File: src/hdl/cna_pkg.sv
`default_nettype none
// ----------------------------------------------------------------------------
// cna_pkg
// Shared types, widths and tables for the complex-number ALU: the microcode
// control word, datapath widths, the CORDIC arctangent table and saturation.
// ----------------------------------------------------------------------------
package cna_pkg;

  // Operand and result formats
  localparam int OperandW = 16;   // signed Q4.11
  localparam int ResultW  = 24;   // signed Q12.11
  localparam int OpW      = 3;

  // Datapath widths
  localparam int DataW  = 34;     // working registers X and Y
  localparam int AngleW = 28;     // angle accumulator, 2^-24 rad
  localparam int MulAW  = 32;
  localparam int MulBW  = 25;
  localparam int ProdW  = MulAW + MulBW;
  localparam int Guard  = 12;     // guard fraction bits for CORDIC

  // CORDIC table
  localparam int AtanDepth = 24;
  localparam int IterW     = 5;

  // Microcode address space
  localparam int PcW = 5;

  localparam logic signed [ResultW-1:0] Max24 = 24'sh7F_FFFF;
  localparam logic signed [ResultW-1:0] Min24 = -24'sh80_0000;
  localparam logic signed [DataW-1:0]   HalfPiQ11 = 34'sd3217;
  localparam logic signed [MulBW-1:0]   KinvQ24 = 25'sd10188014;

  typedef enum logic [OpW-1:0] {
    OP_ADD  = 3'd0,
    OP_SUB  = 3'd1,
    OP_MUL  = 3'd2,
    OP_CONJ = 3'd3,
    OP_MAG  = 3'd4,
    OP_DIR  = 3'd5,
    OP_ACC  = 3'd6,
    OP_NOP  = 3'd7
  } op_e;

  typedef enum logic [3:0] {
    X_HOLD, X_SUM, X_DIFF, X_AR, X_ABS, X_CORDIC, X_PROD, X_PROD_SUB,
    X_ROUND, X_MAG, X_ANGLE, X_DIRZ, X_ACC
  } xsel_e;

  typedef enum logic [3:0] {
    Y_HOLD, Y_SUM, Y_DIFF, Y_NEG_AI, Y_ABS, Y_DIR, Y_CORDIC, Y_PROD,
    Y_PROD_ADD, Y_ROUND, Y_ZERO, Y_ACC
  } ysel_e;

  typedef enum logic [1:0] {Z_HOLD, Z_CLEAR, Z_CORDIC} zsel_e;

  typedef enum logic [2:0] {
    M_HOLD, M_AR_BR, M_AI_BI, M_AR_BI, M_AI_BR, M_X_KINV
  } msel_e;

  typedef enum logic [1:0] {A_HOLD, A_ADD, A_CLEAR} asel_e;

  typedef enum logic [1:0] {E_NONE, E_PLAIN, E_ZERO, E_ACC} esel_e;

  typedef enum logic [1:0] {C_NEVER, C_ITER_MORE, C_AR_ZERO, C_NOT_LAST} csel_e;

  typedef struct packed {
    xsel_e          x_sel;
    ysel_e          y_sel;
    zsel_e          z_sel;
    msel_e          mul_sel;
    asel_e          acc_sel;
    esel_e          emit_sel;
    csel_e          cond_sel;
    logic [PcW-1:0] target;
    logic           fin;
  } ctrl_t;

  typedef struct packed {
    logic ar_zero;
    logic last;
  } cond_t;

  // atan(2^-i) in units of 2^-24 rad
  function automatic logic signed [AngleW-1:0] atan_q24(input logic [IterW-1:0] idx);
    logic signed [AngleW-1:0] v;
    case (idx)
      5'd0:  v = 28'sd13176795;
      5'd1:  v = 28'sd7778716;
      5'd2:  v = 28'sd4110060;
      5'd3:  v = 28'sd2086331;
      5'd4:  v = 28'sd1047214;
      5'd5:  v = 28'sd524117;
      5'd6:  v = 28'sd262123;
      5'd7:  v = 28'sd131069;
      5'd8:  v = 28'sd65536;
      5'd9:  v = 28'sd32768;
      5'd10: v = 28'sd16384;
      5'd11: v = 28'sd8192;
      5'd12: v = 28'sd4096;
      5'd13: v = 28'sd2048;
      5'd14: v = 28'sd1024;
      5'd15: v = 28'sd512;
      5'd16: v = 28'sd256;
      5'd17: v = 28'sd128;
      5'd18: v = 28'sd64;
      5'd19: v = 28'sd32;
      5'd20: v = 28'sd16;
      5'd21: v = 28'sd8;
      5'd22: v = 28'sd4;
      5'd23: v = 28'sd2;
      default: v = '0;
    endcase
    return v;
  endfunction

  function automatic logic signed [ResultW-1:0] sat24(input logic signed [DataW-1:0] v);
    logic signed [ResultW-1:0] r;
    if (v > DataW'(Max24)) begin
      r = Max24;
    end else if (v < DataW'(Min24)) begin
      r = Min24;
    end else begin
      r = v[ResultW-1:0];
    end
    return r;
  endfunction

endpackage
`default_nettype wire

File: src/hdl/complex_number_alu.sv
`default_nettype none
// ----------------------------------------------------------------------------
// complex_number_alu
// Fixed-point complex ALU: add, subtract, multiply, conjugate, CORDIC
// magnitude and direction, and a saturating accumulator.
// ----------------------------------------------------------------------------
// One transaction at a time. After a transaction is taken the unit stalls its
// input until the microcode program for that operation finishes. Multiply runs
// four products through a single 32x25 multiplier. Magnitude and direction use
// the one shared CORDIC shift-add stage that runs one iteration per cycle;
// direction takes a shorter program when the real part is zero. A new
// transaction can be taken once the program finishes, while the previous
// result still waits in the output register. A program that reaches its
// result step while the output register is full and stalled holds there.
// Accumulate gives a result only on the transaction marked last_term_i.
// ----------------------------------------------------------------------------
module complex_number_alu #(
  parameter int CORDIC_STEPS = 16
) (
  input  wire logic                                  clk_i,
  input  wire logic                                  rst_ni,
  input  wire logic                                  in_valid_i,
  output logic                                       in_stall_o,
  input  wire logic [cna_pkg::OpW-1:0]               operation_i,
  input  wire logic signed [cna_pkg::OperandW-1:0]   a_real_i,
  input  wire logic signed [cna_pkg::OperandW-1:0]   a_imag_i,
  input  wire logic signed [cna_pkg::OperandW-1:0]   b_real_i,
  input  wire logic signed [cna_pkg::OperandW-1:0]   b_imag_i,
  input  wire logic                                  last_term_i,
  output logic                                       out_valid_o,
  input  wire logic                                  out_stall_i,
  output logic signed [cna_pkg::ResultW-1:0]         res_real_o,
  output logic signed [cna_pkg::ResultW-1:0]         res_imag_o,
  output logic                                       overflow_o,
  output logic                                       zero_operand_o
);

  localparam int DW = cna_pkg::DataW;
  localparam int ZW = cna_pkg::AngleW;
  localparam int PW = cna_pkg::ProdW;
  localparam int RW = cna_pkg::ResultW;
  localparam int OW = cna_pkg::OperandW;

  localparam logic signed [DW-1:0] MulHalf  = 34'sd1024;
  localparam int                   MulShift = 11;
  localparam logic signed [ZW-1:0] AngHalf  = 28'sd4096;
  localparam int                   AngShift = 13;
  localparam logic signed [PW-1:0] MagHalf  = 57'sh8_0000_0000;
  localparam int                   MagShift = 36;

  // Handshake and sequencer
  logic                         in_accept;
  logic                         busy;
  logic                         step_en;
  logic                         out_take;
  cna_pkg::ctrl_t               ctrl;
  cna_pkg::cond_t               cond;
  logic [cna_pkg::IterW-1:0]    iter;

  // Operand registers
  logic signed [OW-1:0] ar_q, ai_q, br_q, bi_q;
  logic                 last_q;

  // Datapath registers
  logic signed [DW-1:0]  x_q, x_d, y_q, y_d;
  logic signed [ZW-1:0]  z_q, z_d;
  logic signed [PW-1:0]  prod_q, prod_d;
  logic signed [RW-1:0]  sum_re_q, sum_re_d, sum_im_q, sum_im_d;
  logic                  sat_q, sat_d;

  // Output register
  logic                  out_valid_q, out_valid_d;
  logic signed [RW-1:0]  res_re_q, res_re_d, res_im_q, res_im_d;
  logic                  ovf_q, ovf_d, zf_q, zf_d;

  // Combinational helpers
  logic signed [DW-1:0]  ar_x, ai_x, br_x, bi_x;
  logic signed [DW-1:0]  ar_abs, ai_abs, ai_dir;
  logic signed [DW-1:0]  x_sh, y_sh;
  logic                  y_pos;
  logic signed [ZW-1:0]  atan_v;
  logic signed [cna_pkg::MulAW-1:0] mul_a;
  logic signed [cna_pkg::MulBW-1:0] mul_b;
  logic signed [PW-1:0]  mag_rnd;
  logic signed [ZW-1:0]  ang_rnd;
  logic signed [DW-1:0]  acc_re, acc_im;
  logic signed [RW-1:0]  acc_re_sat, acc_im_sat;
  logic                  acc_clip;
  logic                  emit;

  assign in_accept = in_valid_i && !in_stall_o;
  assign in_stall_o = busy;
  assign out_take  = out_valid_q && !out_stall_i;
  assign emit      = (ctrl.emit_sel != cna_pkg::E_NONE);
  // Hold the program at a result step until the output register frees up
  assign step_en   = busy && !(emit && out_valid_q && out_stall_i);

  assign cond.ar_zero = (ar_q == '0);
  assign cond.last    = last_q;

  cna_sequencer #(
    .CORDIC_STEPS(CORDIC_STEPS)
  ) u_seq (
    .clk_i    (clk_i),
    .rst_ni   (rst_ni),
    .start_i  (in_accept),
    .op_i     (operation_i),
    .step_en_i(step_en),
    .cond_i   (cond),
    .ctrl_o   (ctrl),
    .iter_o   (iter),
    .busy_o   (busy)
  );

  always_ff @(posedge clk_i) begin
    if (in_accept) begin
      ar_q   <= a_real_i;
      ai_q   <= a_imag_i;
      br_q   <= b_real_i;
      bi_q   <= b_imag_i;
      last_q <= last_term_i;
    end
  end

  assign ar_x   = DW'(ar_q);
  assign ai_x   = DW'(ai_q);
  assign br_x   = DW'(br_q);
  assign bi_x   = DW'(bi_q);
  assign ar_abs = ar_q[OW-1] ? -ar_x : ar_x;
  assign ai_abs = ai_q[OW-1] ? -ai_x : ai_x;
  // Direction of a negated operand is the same quotient
  assign ai_dir = ar_q[OW-1] ? -ai_x : ai_x;

  assign x_sh   = x_q >>> iter;
  assign y_sh   = y_q >>> iter;
  assign y_pos  = !y_q[DW-1];
  assign atan_v = cna_pkg::atan_q24(iter);

  assign mag_rnd = prod_q + MagHalf;
  assign ang_rnd = z_q + AngHalf;

  assign acc_re     = DW'(sum_re_q) + ar_x;
  assign acc_im     = DW'(sum_im_q) + ai_x;
  assign acc_re_sat = cna_pkg::sat24(acc_re);
  assign acc_im_sat = cna_pkg::sat24(acc_im);
  assign acc_clip   = (DW'(acc_re_sat) != acc_re) || (DW'(acc_im_sat) != acc_im);

  // Multiplier operand select
  always_comb begin
    case (ctrl.mul_sel)
      cna_pkg::M_AR_BR: begin
        mul_a = cna_pkg::MulAW'(ar_q);
        mul_b = cna_pkg::MulBW'(br_q);
      end
      cna_pkg::M_AI_BI: begin
        mul_a = cna_pkg::MulAW'(ai_q);
        mul_b = cna_pkg::MulBW'(bi_q);
      end
      cna_pkg::M_AR_BI: begin
        mul_a = cna_pkg::MulAW'(ar_q);
        mul_b = cna_pkg::MulBW'(bi_q);
      end
      cna_pkg::M_AI_BR: begin
        mul_a = cna_pkg::MulAW'(ai_q);
        mul_b = cna_pkg::MulBW'(br_q);
      end
      cna_pkg::M_X_KINV: begin
        mul_a = x_q[cna_pkg::MulAW-1:0];
        mul_b = cna_pkg::KinvQ24;
      end
      default: begin
        mul_a = '0;
        mul_b = '0;
      end
    endcase
  end

  always_comb begin
    prod_d = prod_q;
    if (ctrl.mul_sel != cna_pkg::M_HOLD) begin
      prod_d = mul_a * mul_b;
    end
  end

  always_comb begin
    case (ctrl.x_sel)
      cna_pkg::X_SUM:      x_d = ar_x + br_x;
      cna_pkg::X_DIFF:     x_d = ar_x - br_x;
      cna_pkg::X_AR:       x_d = ar_x;
      cna_pkg::X_ABS:      x_d = ar_abs <<< cna_pkg::Guard;
      cna_pkg::X_CORDIC:   x_d = y_pos ? x_q + y_sh : x_q - y_sh;
      cna_pkg::X_PROD:     x_d = DW'(prod_q);
      cna_pkg::X_PROD_SUB: x_d = x_q - DW'(prod_q);
      cna_pkg::X_ROUND:    x_d = (x_q + MulHalf) >>> MulShift;
      cna_pkg::X_MAG:      x_d = DW'(mag_rnd >>> MagShift);
      cna_pkg::X_ANGLE:    x_d = DW'(ang_rnd >>> AngShift);
      cna_pkg::X_DIRZ: begin
        if (ai_q == '0) begin
          x_d = '0;
        end else begin
          x_d = ai_q[OW-1] ? -cna_pkg::HalfPiQ11 : cna_pkg::HalfPiQ11;
        end
      end
      cna_pkg::X_ACC:      x_d = DW'(acc_re_sat);
      default:             x_d = x_q;
    endcase
  end

  always_comb begin
    case (ctrl.y_sel)
      cna_pkg::Y_SUM:      y_d = ai_x + bi_x;
      cna_pkg::Y_DIFF:     y_d = ai_x - bi_x;
      cna_pkg::Y_NEG_AI:   y_d = -ai_x;
      cna_pkg::Y_ABS:      y_d = ai_abs <<< cna_pkg::Guard;
      cna_pkg::Y_DIR:      y_d = ai_dir <<< cna_pkg::Guard;
      cna_pkg::Y_CORDIC:   y_d = y_pos ? y_q - x_sh : y_q + x_sh;
      cna_pkg::Y_PROD:     y_d = DW'(prod_q);
      cna_pkg::Y_PROD_ADD: y_d = y_q + DW'(prod_q);
      cna_pkg::Y_ROUND:    y_d = (y_q + MulHalf) >>> MulShift;
      cna_pkg::Y_ZERO:     y_d = '0;
      cna_pkg::Y_ACC:      y_d = DW'(acc_im_sat);
      default:             y_d = y_q;
    endcase
  end

  always_comb begin
    case (ctrl.z_sel)
      cna_pkg::Z_CLEAR:  z_d = '0;
      cna_pkg::Z_CORDIC: z_d = y_pos ? z_q + atan_v : z_q - atan_v;
      default:           z_d = z_q;
    endcase
  end

  always_comb begin
    sum_re_d = sum_re_q;
    sum_im_d = sum_im_q;
    sat_d    = sat_q;
    if (step_en) begin
      case (ctrl.acc_sel)
        cna_pkg::A_ADD: begin
          sum_re_d = acc_re_sat;
          sum_im_d = acc_im_sat;
          sat_d    = sat_q || acc_clip;
        end
        cna_pkg::A_CLEAR: begin
          sum_re_d = '0;
          sum_im_d = '0;
          sat_d    = 1'b0;
        end
        default: begin
          sat_d = sat_q;
        end
      endcase
    end
  end

  // Result register
  always_comb begin
    out_valid_d = out_valid_q && !out_take;
    res_re_d    = res_re_q;
    res_im_d    = res_im_q;
    ovf_d       = ovf_q;
    zf_d        = zf_q;
    if (step_en && emit) begin
      out_valid_d = 1'b1;
      res_re_d    = cna_pkg::sat24(x_q);
      res_im_d    = cna_pkg::sat24(y_q);
      ovf_d       = (ctrl.emit_sel == cna_pkg::E_ACC) && sat_q;
      zf_d        = (ctrl.emit_sel == cna_pkg::E_ZERO) && (ai_q == '0);
    end
  end

  always_ff @(posedge clk_i) begin
    if (step_en) begin
      x_q    <= x_d;
      y_q    <= y_d;
      z_q    <= z_d;
      prod_q <= prod_d;
    end
    res_re_q <= res_re_d;
    res_im_q <= res_im_d;
    ovf_q    <= ovf_d;
    zf_q     <= zf_d;
  end

  always_ff @(posedge clk_i or negedge rst_ni) begin
    if (!rst_ni) begin
      sum_re_q    <= '0;
      sum_im_q    <= '0;
      sat_q       <= 1'b0;
      out_valid_q <= 1'b0;
    end else begin
      sum_re_q    <= sum_re_d;
      sum_im_q    <= sum_im_d;
      sat_q       <= sat_d;
      out_valid_q <= out_valid_d;
    end
  end

  assign out_valid_o    = out_valid_q;
  assign res_real_o     = res_re_q;
  assign res_imag_o     = res_im_q;
  assign overflow_o     = ovf_q;
  assign zero_operand_o = zf_q;

endmodule
`default_nettype wire

File: src/hdl/cna_sequencer.sv
`default_nettype none
// ----------------------------------------------------------------------------
// cna_sequencer
// Microcode sequencer: program counter, CORDIC step counter and the control
// store that drives the datapath one control word per step.
// ----------------------------------------------------------------------------
module cna_sequencer #(
  parameter int CORDIC_STEPS = 16
) (
  input  wire logic                        clk_i,
  input  wire logic                        rst_ni,
  input  wire logic                        start_i,
  input  wire logic [cna_pkg::OpW-1:0]     op_i,
  input  wire logic                        step_en_i,
  input  wire cna_pkg::cond_t              cond_i,
  output cna_pkg::ctrl_t                   ctrl_o,
  output logic [cna_pkg::IterW-1:0]        iter_o,
  output logic                             busy_o
);

  localparam int StepsUsed = (CORDIC_STEPS > cna_pkg::AtanDepth) ?
                             cna_pkg::AtanDepth : CORDIC_STEPS;
  localparam logic [cna_pkg::IterW-1:0] IterLast = cna_pkg::IterW'(StepsUsed - 1);

  // Program entry points
  localparam logic [cna_pkg::PcW-1:0] PcAdd  = 5'd0;
  localparam logic [cna_pkg::PcW-1:0] PcSub  = 5'd2;
  localparam logic [cna_pkg::PcW-1:0] PcMul  = 5'd4;
  localparam logic [cna_pkg::PcW-1:0] PcConj = 5'd11;
  localparam logic [cna_pkg::PcW-1:0] PcMag  = 5'd13;
  localparam logic [cna_pkg::PcW-1:0] PcMagLoop = 5'd14;
  localparam logic [cna_pkg::PcW-1:0] PcDir  = 5'd18;
  localparam logic [cna_pkg::PcW-1:0] PcDirLoop = 5'd19;
  localparam logic [cna_pkg::PcW-1:0] PcDirZero = 5'd22;
  localparam logic [cna_pkg::PcW-1:0] PcAcc  = 5'd24;
  localparam logic [cna_pkg::PcW-1:0] PcDone = 5'd26;

  logic [cna_pkg::PcW-1:0]   pc_q, pc_d;
  logic                      busy_q, busy_d;
  logic [cna_pkg::IterW-1:0] iter_q, iter_d;
  logic [cna_pkg::PcW-1:0]   entry;
  logic                      taken;
  cna_pkg::ctrl_t            cw;

  // Entry decode
  always_comb begin
    case (cna_pkg::op_e'(op_i))
      cna_pkg::OP_ADD:  entry = PcAdd;
      cna_pkg::OP_SUB:  entry = PcSub;
      cna_pkg::OP_MUL:  entry = PcMul;
      cna_pkg::OP_CONJ: entry = PcConj;
      cna_pkg::OP_MAG:  entry = PcMag;
      cna_pkg::OP_DIR:  entry = PcDir;
      cna_pkg::OP_ACC:  entry = PcAcc;
      default:          entry = PcDone;
    endcase
  end

  // Control store
  always_comb begin
    cw = '{x_sel: cna_pkg::X_HOLD, y_sel: cna_pkg::Y_HOLD, z_sel: cna_pkg::Z_HOLD,
           mul_sel: cna_pkg::M_HOLD, acc_sel: cna_pkg::A_HOLD,
           emit_sel: cna_pkg::E_NONE, cond_sel: cna_pkg::C_NEVER,
           target: '0, fin: 1'b0};
    case (pc_q)
      // add
      5'd0: begin
        cw.x_sel = cna_pkg::X_SUM;
        cw.y_sel = cna_pkg::Y_SUM;
      end
      5'd1: begin
        cw.emit_sel = cna_pkg::E_PLAIN;
        cw.fin      = 1'b1;
      end
      // subtract
      5'd2: begin
        cw.x_sel = cna_pkg::X_DIFF;
        cw.y_sel = cna_pkg::Y_DIFF;
      end
      5'd3: begin
        cw.emit_sel = cna_pkg::E_PLAIN;
        cw.fin      = 1'b1;
      end
      // multiply: four products through one multiplier
      5'd4: begin
        cw.mul_sel = cna_pkg::M_AR_BR;
      end
      5'd5: begin
        cw.x_sel   = cna_pkg::X_PROD;
        cw.mul_sel = cna_pkg::M_AI_BI;
      end
      5'd6: begin
        cw.x_sel   = cna_pkg::X_PROD_SUB;
        cw.mul_sel = cna_pkg::M_AR_BI;
      end
      5'd7: begin
        cw.y_sel   = cna_pkg::Y_PROD;
        cw.mul_sel = cna_pkg::M_AI_BR;
      end
      5'd8: begin
        cw.y_sel = cna_pkg::Y_PROD_ADD;
      end
      5'd9: begin
        cw.x_sel = cna_pkg::X_ROUND;
        cw.y_sel = cna_pkg::Y_ROUND;
      end
      5'd10: begin
        cw.emit_sel = cna_pkg::E_PLAIN;
        cw.fin      = 1'b1;
      end
      // conjugate
      5'd11: begin
        cw.x_sel = cna_pkg::X_AR;
        cw.y_sel = cna_pkg::Y_NEG_AI;
      end
      5'd12: begin
        cw.emit_sel = cna_pkg::E_PLAIN;
        cw.fin      = 1'b1;
      end
      // magnitude
      5'd13: begin
        cw.x_sel = cna_pkg::X_ABS;
        cw.y_sel = cna_pkg::Y_ABS;
        cw.z_sel = cna_pkg::Z_CLEAR;
      end
      5'd14: begin
        cw.x_sel    = cna_pkg::X_CORDIC;
        cw.y_sel    = cna_pkg::Y_CORDIC;
        cw.z_sel    = cna_pkg::Z_CORDIC;
        cw.cond_sel = cna_pkg::C_ITER_MORE;
        cw.target   = PcMagLoop;
      end
      5'd15: begin
        cw.mul_sel = cna_pkg::M_X_KINV;
      end
      5'd16: begin
        cw.x_sel = cna_pkg::X_MAG;
        cw.y_sel = cna_pkg::Y_ZERO;
      end
      5'd17: begin
        cw.emit_sel = cna_pkg::E_PLAIN;
        cw.fin      = 1'b1;
      end
      // direction
      5'd18: begin
        cw.x_sel    = cna_pkg::X_ABS;
        cw.y_sel    = cna_pkg::Y_DIR;
        cw.z_sel    = cna_pkg::Z_CLEAR;
        cw.cond_sel = cna_pkg::C_AR_ZERO;
        cw.target   = PcDirZero;
      end
      5'd19: begin
        cw.x_sel    = cna_pkg::X_CORDIC;
        cw.y_sel    = cna_pkg::Y_CORDIC;
        cw.z_sel    = cna_pkg::Z_CORDIC;
        cw.cond_sel = cna_pkg::C_ITER_MORE;
        cw.target   = PcDirLoop;
      end
      5'd20: begin
        cw.x_sel = cna_pkg::X_ANGLE;
        cw.y_sel = cna_pkg::Y_ZERO;
      end
      5'd21: begin
        cw.emit_sel = cna_pkg::E_PLAIN;
        cw.fin      = 1'b1;
      end
      5'd22: begin
        cw.x_sel = cna_pkg::X_DIRZ;
        cw.y_sel = cna_pkg::Y_ZERO;
      end
      5'd23: begin
        cw.emit_sel = cna_pkg::E_ZERO;
        cw.fin      = 1'b1;
      end
      // accumulate
      5'd24: begin
        cw.x_sel    = cna_pkg::X_ACC;
        cw.y_sel    = cna_pkg::Y_ACC;
        cw.acc_sel  = cna_pkg::A_ADD;
        cw.cond_sel = cna_pkg::C_NOT_LAST;
        cw.target   = PcDone;
      end
      5'd25: begin
        cw.emit_sel = cna_pkg::E_ACC;
        cw.acc_sel  = cna_pkg::A_CLEAR;
        cw.fin      = 1'b1;
      end
      5'd26: begin
        cw.fin = 1'b1;
      end
      default: begin
        cw.fin = 1'b1;
      end
    endcase
  end

  always_comb begin
    case (cw.cond_sel)
      cna_pkg::C_ITER_MORE: taken = (iter_q != IterLast);
      cna_pkg::C_AR_ZERO:   taken = cond_i.ar_zero;
      cna_pkg::C_NOT_LAST:  taken = !cond_i.last;
      default:              taken = 1'b0;
    endcase
  end

  always_comb begin
    pc_d   = pc_q;
    busy_d = busy_q;
    iter_d = iter_q;
    if (start_i) begin
      pc_d   = entry;
      busy_d = 1'b1;
    end else if (step_en_i) begin
      pc_d = taken ? cw.target : pc_q + 1'b1;
      if (cw.fin) begin
        busy_d = 1'b0;
      end
      case (cw.z_sel)
        cna_pkg::Z_CLEAR:  iter_d = '0;
        cna_pkg::Z_CORDIC: iter_d = iter_q + 1'b1;
        default:           iter_d = iter_q;
      endcase
    end
  end

  always_ff @(posedge clk_i or negedge rst_ni) begin
    if (!rst_ni) begin
      pc_q   <= '0;
      busy_q <= 1'b0;
      iter_q <= '0;
    end else begin
      pc_q   <= pc_d;
      busy_q <= busy_d;
      iter_q <= iter_d;
    end
  end

  assign ctrl_o = cw;
  assign iter_o = iter_q;
  assign busy_o = busy_q;

endmodule
`default_nettype wire

File: config.mk
export PLATFORM = sky130hd
export DESIGN_NAME = complex_number_alu
export DESIGN_NICKNAME = d
export VERILOG_FILES = /design/src/hdl/cna_pkg.sv /design/src/hdl/complex_number_alu.sv /design/src/hdl/cna_sequencer.sv
export SDC_FILE = /design/constraint.sdc
export NUM_CORES = 2
export LEC_CHECK = 0
export BUFFER_PORTS_ARGS = -buffer_cell sky130_fd_sc_hd__clkbuf_2
export CORE_MARGIN = 8
export CORE_UTILIZATION = 55
export DETAILED_ROUTE_END_ITERATION = 8
export HOLD_SLACK_MARGIN = 0.02
export PLACE_DENSITY = 0.71
export SLEW_MARGIN = 30
export SYNTH_ARGS = -nofsm -noshare
export SYNTH_HDL_FRONTEND = slang
export SYNTH_SLANG_ARGS = --single-unit
File: constraint.sdc
create_clock -name clk_i -period 13.6 [get_ports clk_i]
set_input_delay 1.36 -clock clk_i [delete_from_list [all_inputs] [get_ports clk_i]]
set_output_delay 1.36 -clock clk_i [all_outputs]
set_load 0.03 [all_outputs]
==> results_dict.tcl <==
set metrics [dict create \
    status "finished with violations" \
    violations "DRC" \
    synthMuxAreaShare 0.0443 \
    multi_input_comb_area_mm2 0.0464 \
    ir_worst_vdd_uv 192 \
    die_h_um 348 \
    synth_fa_ha_area_frac 0.340 \
    fin_crit_ns 11.73 \
    final_util 0.585 \
    syn_to_final_growth_pct 6.06 \
    setup-tns-final_ns 0 \
    synth_compound_area_frac 0.165 \
    clock-root-buffer "clkbuf_16" \
    first_pass_iters 9 \
    start_kind "flip-flop" \
    cpMaxStageDelayCell "nor2_4" \
    clock-sinks 328 \
    critPathTopFamily "adder cells" \
    rsz0062_at_grt "no" \
    leakagePower_uw 0.0298 \
    dp_hpwl_um 186000 \
    ctsHoldBuffers 0 \
    tightestPinTransition_ns 1.15 \
    synth_flop_cell "edfxtp_1" \
    crit_required_ns 13.98 \
    grt_pass1_vias 54100 \
    grt_max_degree 76 \
    finalHoldViolations 0 \
    worst_slack_ns 1.87 \
    clk_latency_ns 0.64 \
    setup_viol 0 \
    min_path_type "reg -> reg" \
    die_area_mm2 0.121 \
    numCtsBuffers 40 \
    drv_cap 0 \
    io_buffers 123 \
    syn_nets 8178 \
    htree_num_levels 2 \
    num-fill-cells 9961 \
    drc 9 \
    rows 122 \
    cp_slowest_stage_delay_ns 0.73 \
    clockBufferDepth 3 \
    ant_nets 0 \
    synth_top_family_by_area "adder cells" \
    critPathKind "reg -> reg" \
    drive_gt1_frac 0.0787 \
    seq_area_mm2 0.00956 \
    cts_tree "done" \
    initial_utilization 0.551 \
    synthDistinctLibCells 114 \
    synth-xor-area-share 0.0591 \
    yosys_warnings 0 \
    synth_edf_count 267 \
    clkTransAtPathRegs_ns 0.06 \
    maxSlewViolCount 0 \
    coreArea_mm2 0.110 \
    dieWidth_um 348 \
    vias 54300 \
    end_kind "flip-flop" \
    cpMostUsedCell "fa_1" \
    syn_avg_cell_area_um2 8.78 \
    postCtsSetupBuffers 0 \
    cts_resized 0 \
    routedWlPerCell_um 27.7 \
    cp.depth 35 \
    overflow 0 \
    syn_area_mm2 0.0608 \
    vias_per_cell 6.47 \
    nets 8128 \
    drtIter0Drc 6488 \
    grt_antenna_before_repair 5 \
    crit_fanout 39 \
    slew_headroom 0.227 \
    fmax_mhz 85.3 \
    ios 124 \
    grt_use_total 0.374 \
    synth_seq_cells 328 \
    powerDensity_mw_per_mm2 289 \
    worst_ep_arrival_time_ns 12.11 \
    period_share 0.862 \
    worst-path-buf-inv 9 \
    finClkSkew_ns 0.0626 \
    place_congestion 1.05 \
    synth-simple-area-share 0.150 \
    synthesis.instances 6922 \
    drt_wl_total_um 232000 \
    grt_pass1_wl_um 344000 \
    whs_path_depth 2 \
    ys_async_sr_fraction 0.186 \
    totalPowerFinal_uw 18600 \
    synth_seq_area_share 0.157 \
    r2r_cells 35 \
    dp_slack_ns 2.04 \
]
worst paths after layout:
| path | start | endpoint | slack, ns |
|---|---|---|---|
| worst max-delay path | u_seq.pc_q[0] | prod_q[55] | 1.87 |
| worst min-delay path | sum_im_q[8] | sum_im_q[8] | 0.49 |
| worst max register to register | u_seq.pc_q[0] | prod_q[55] | 1.87 |
| worst min register to register | sum_im_q[8] | sum_im_q[8] | 0.49 |
| max in group asynchronous | rst_ni | u_seq.iter_o[0] | 12.14 |
| min in group asynchronous | rst_ni | out_valid_o | 0.84 |
cell usage in the layout (no fill, tap or decap), drive strengths merged, types with 59 or more instances in the layout:
| cell type | n |
|---|---|
| nand2 | 705 |
| buf | 142 |
| o21a | 78 |
| o21ai | 306 |
| dfrtp | 61 |
| inv | 982 |
| nand3 | 109 |
| nand2b | 72 |
| clkbuf | 170 |
| nor3 | 116 |
| fa | 768 |
| mux4 | 65 |
| nor2 | 609 |
| and2 | 71 |
| edfxtp | 267 |
| o211ai | 59 |
| xor2 | 165 |
| ha | 416 |
| xnor2 | 245 |
| a21o | 121 |
| a21oi | 346 |
synthesized netlist by cell type (all sizes together), types with 57 or more instances:
cell type	number	area, um^2
nor3	116	581
nand3	109	551
buf	76	433
nand2b	72	450
a211oi	57	428
xor2	165	1450
nor2	609	2290
o211ai	59	443
xnor2	245	2150
nand2	705	2650
mux2	57	661
a21oi	346	1730
edfxtp	267	8020
clkbuf	280	1050
a21o	121	908
dfrtp	61	1530
fa	768	15400
mux2i	57	571
o21a	78	586
o21ai	306	1530
mux4	65	1460
and2	71	445
inv	974	3660
ha	416	5200
sequential cells by signal, summed over array words and instances, names as in the netlist, 5 cells and up:
name and flops:
res_imag_o 24, br_q 16, y_q 34, prod_q 56
bi_q 16, res_real_o 24, sum_re_q 24, ar_q 16
u_seq.pc_q 5, sum_im_q 24, u_seq.iter_o 5, z_q 28
x_q 34, ai_q 16
tightest hold or removal path, cell delays in order (launching register included):
cell     delay, ns
dfrtp_1       0.34
nand2_1       0.05
o31ai_1       0.05
stage by stage:
| stage | cells | cell area, um^2 | hold slack (ns) |
|---|---|---|---|
| after floorplan | 6922 | 60800 | 0.453 |
| after global placement | 8317 | 63000 | 0.464 |
| after detailed placement | 8318 | 63100 | 0.476 |
| after CTS | 8390 | 64400 | 0.489 |
| after global routing | 8390 | 64500 | 0.516 |
| final | 8391 | 64500 | 0.487 |
per-layer routing:
layer  vias to the layer above  global-route usage  part of all wire
met1                     26600               0.456              0.36
met2                      3391               0.584              0.44
met4                         2               0.268             0.091
li1                      23400                   -                 -
met5                         -                   0          0.000086
met3                       905              0.0884              0.11
kinds of logic (layout without fill, tap and decap cells):
group | count (synthesis) | after routing
AND/OR/NAND/NOR | 1986 | 1986
AO/OA/AOI/OAI | 1494 | 1494
buffers and inverters | 1334 | 1314
adder cells (fa/ha/maj) | 1191 | 1191
XOR/XNOR | 410 | 410
flip-flops | 328 | 328
multiplexers | 179 | 179
other | 0 | 1
power by group:
part	internal [uW]	total, uW	switching, uW
logic	5380	15100	9680
clock network	619	1120	505
registers	1770	2460	692
area by class of cell:
type	instances	area share
timing repair buffer	264	0.0260
antenna	1	0.0000388
inverter	978	0.0570
sequential	328	0.148
clock inverter	24	0.00452
tap	1488	0.0289
clock buffer	48	0.0162
multi-input combinational	5260	0.719
No activity file was read; power rests on OpenSTA's default activity.
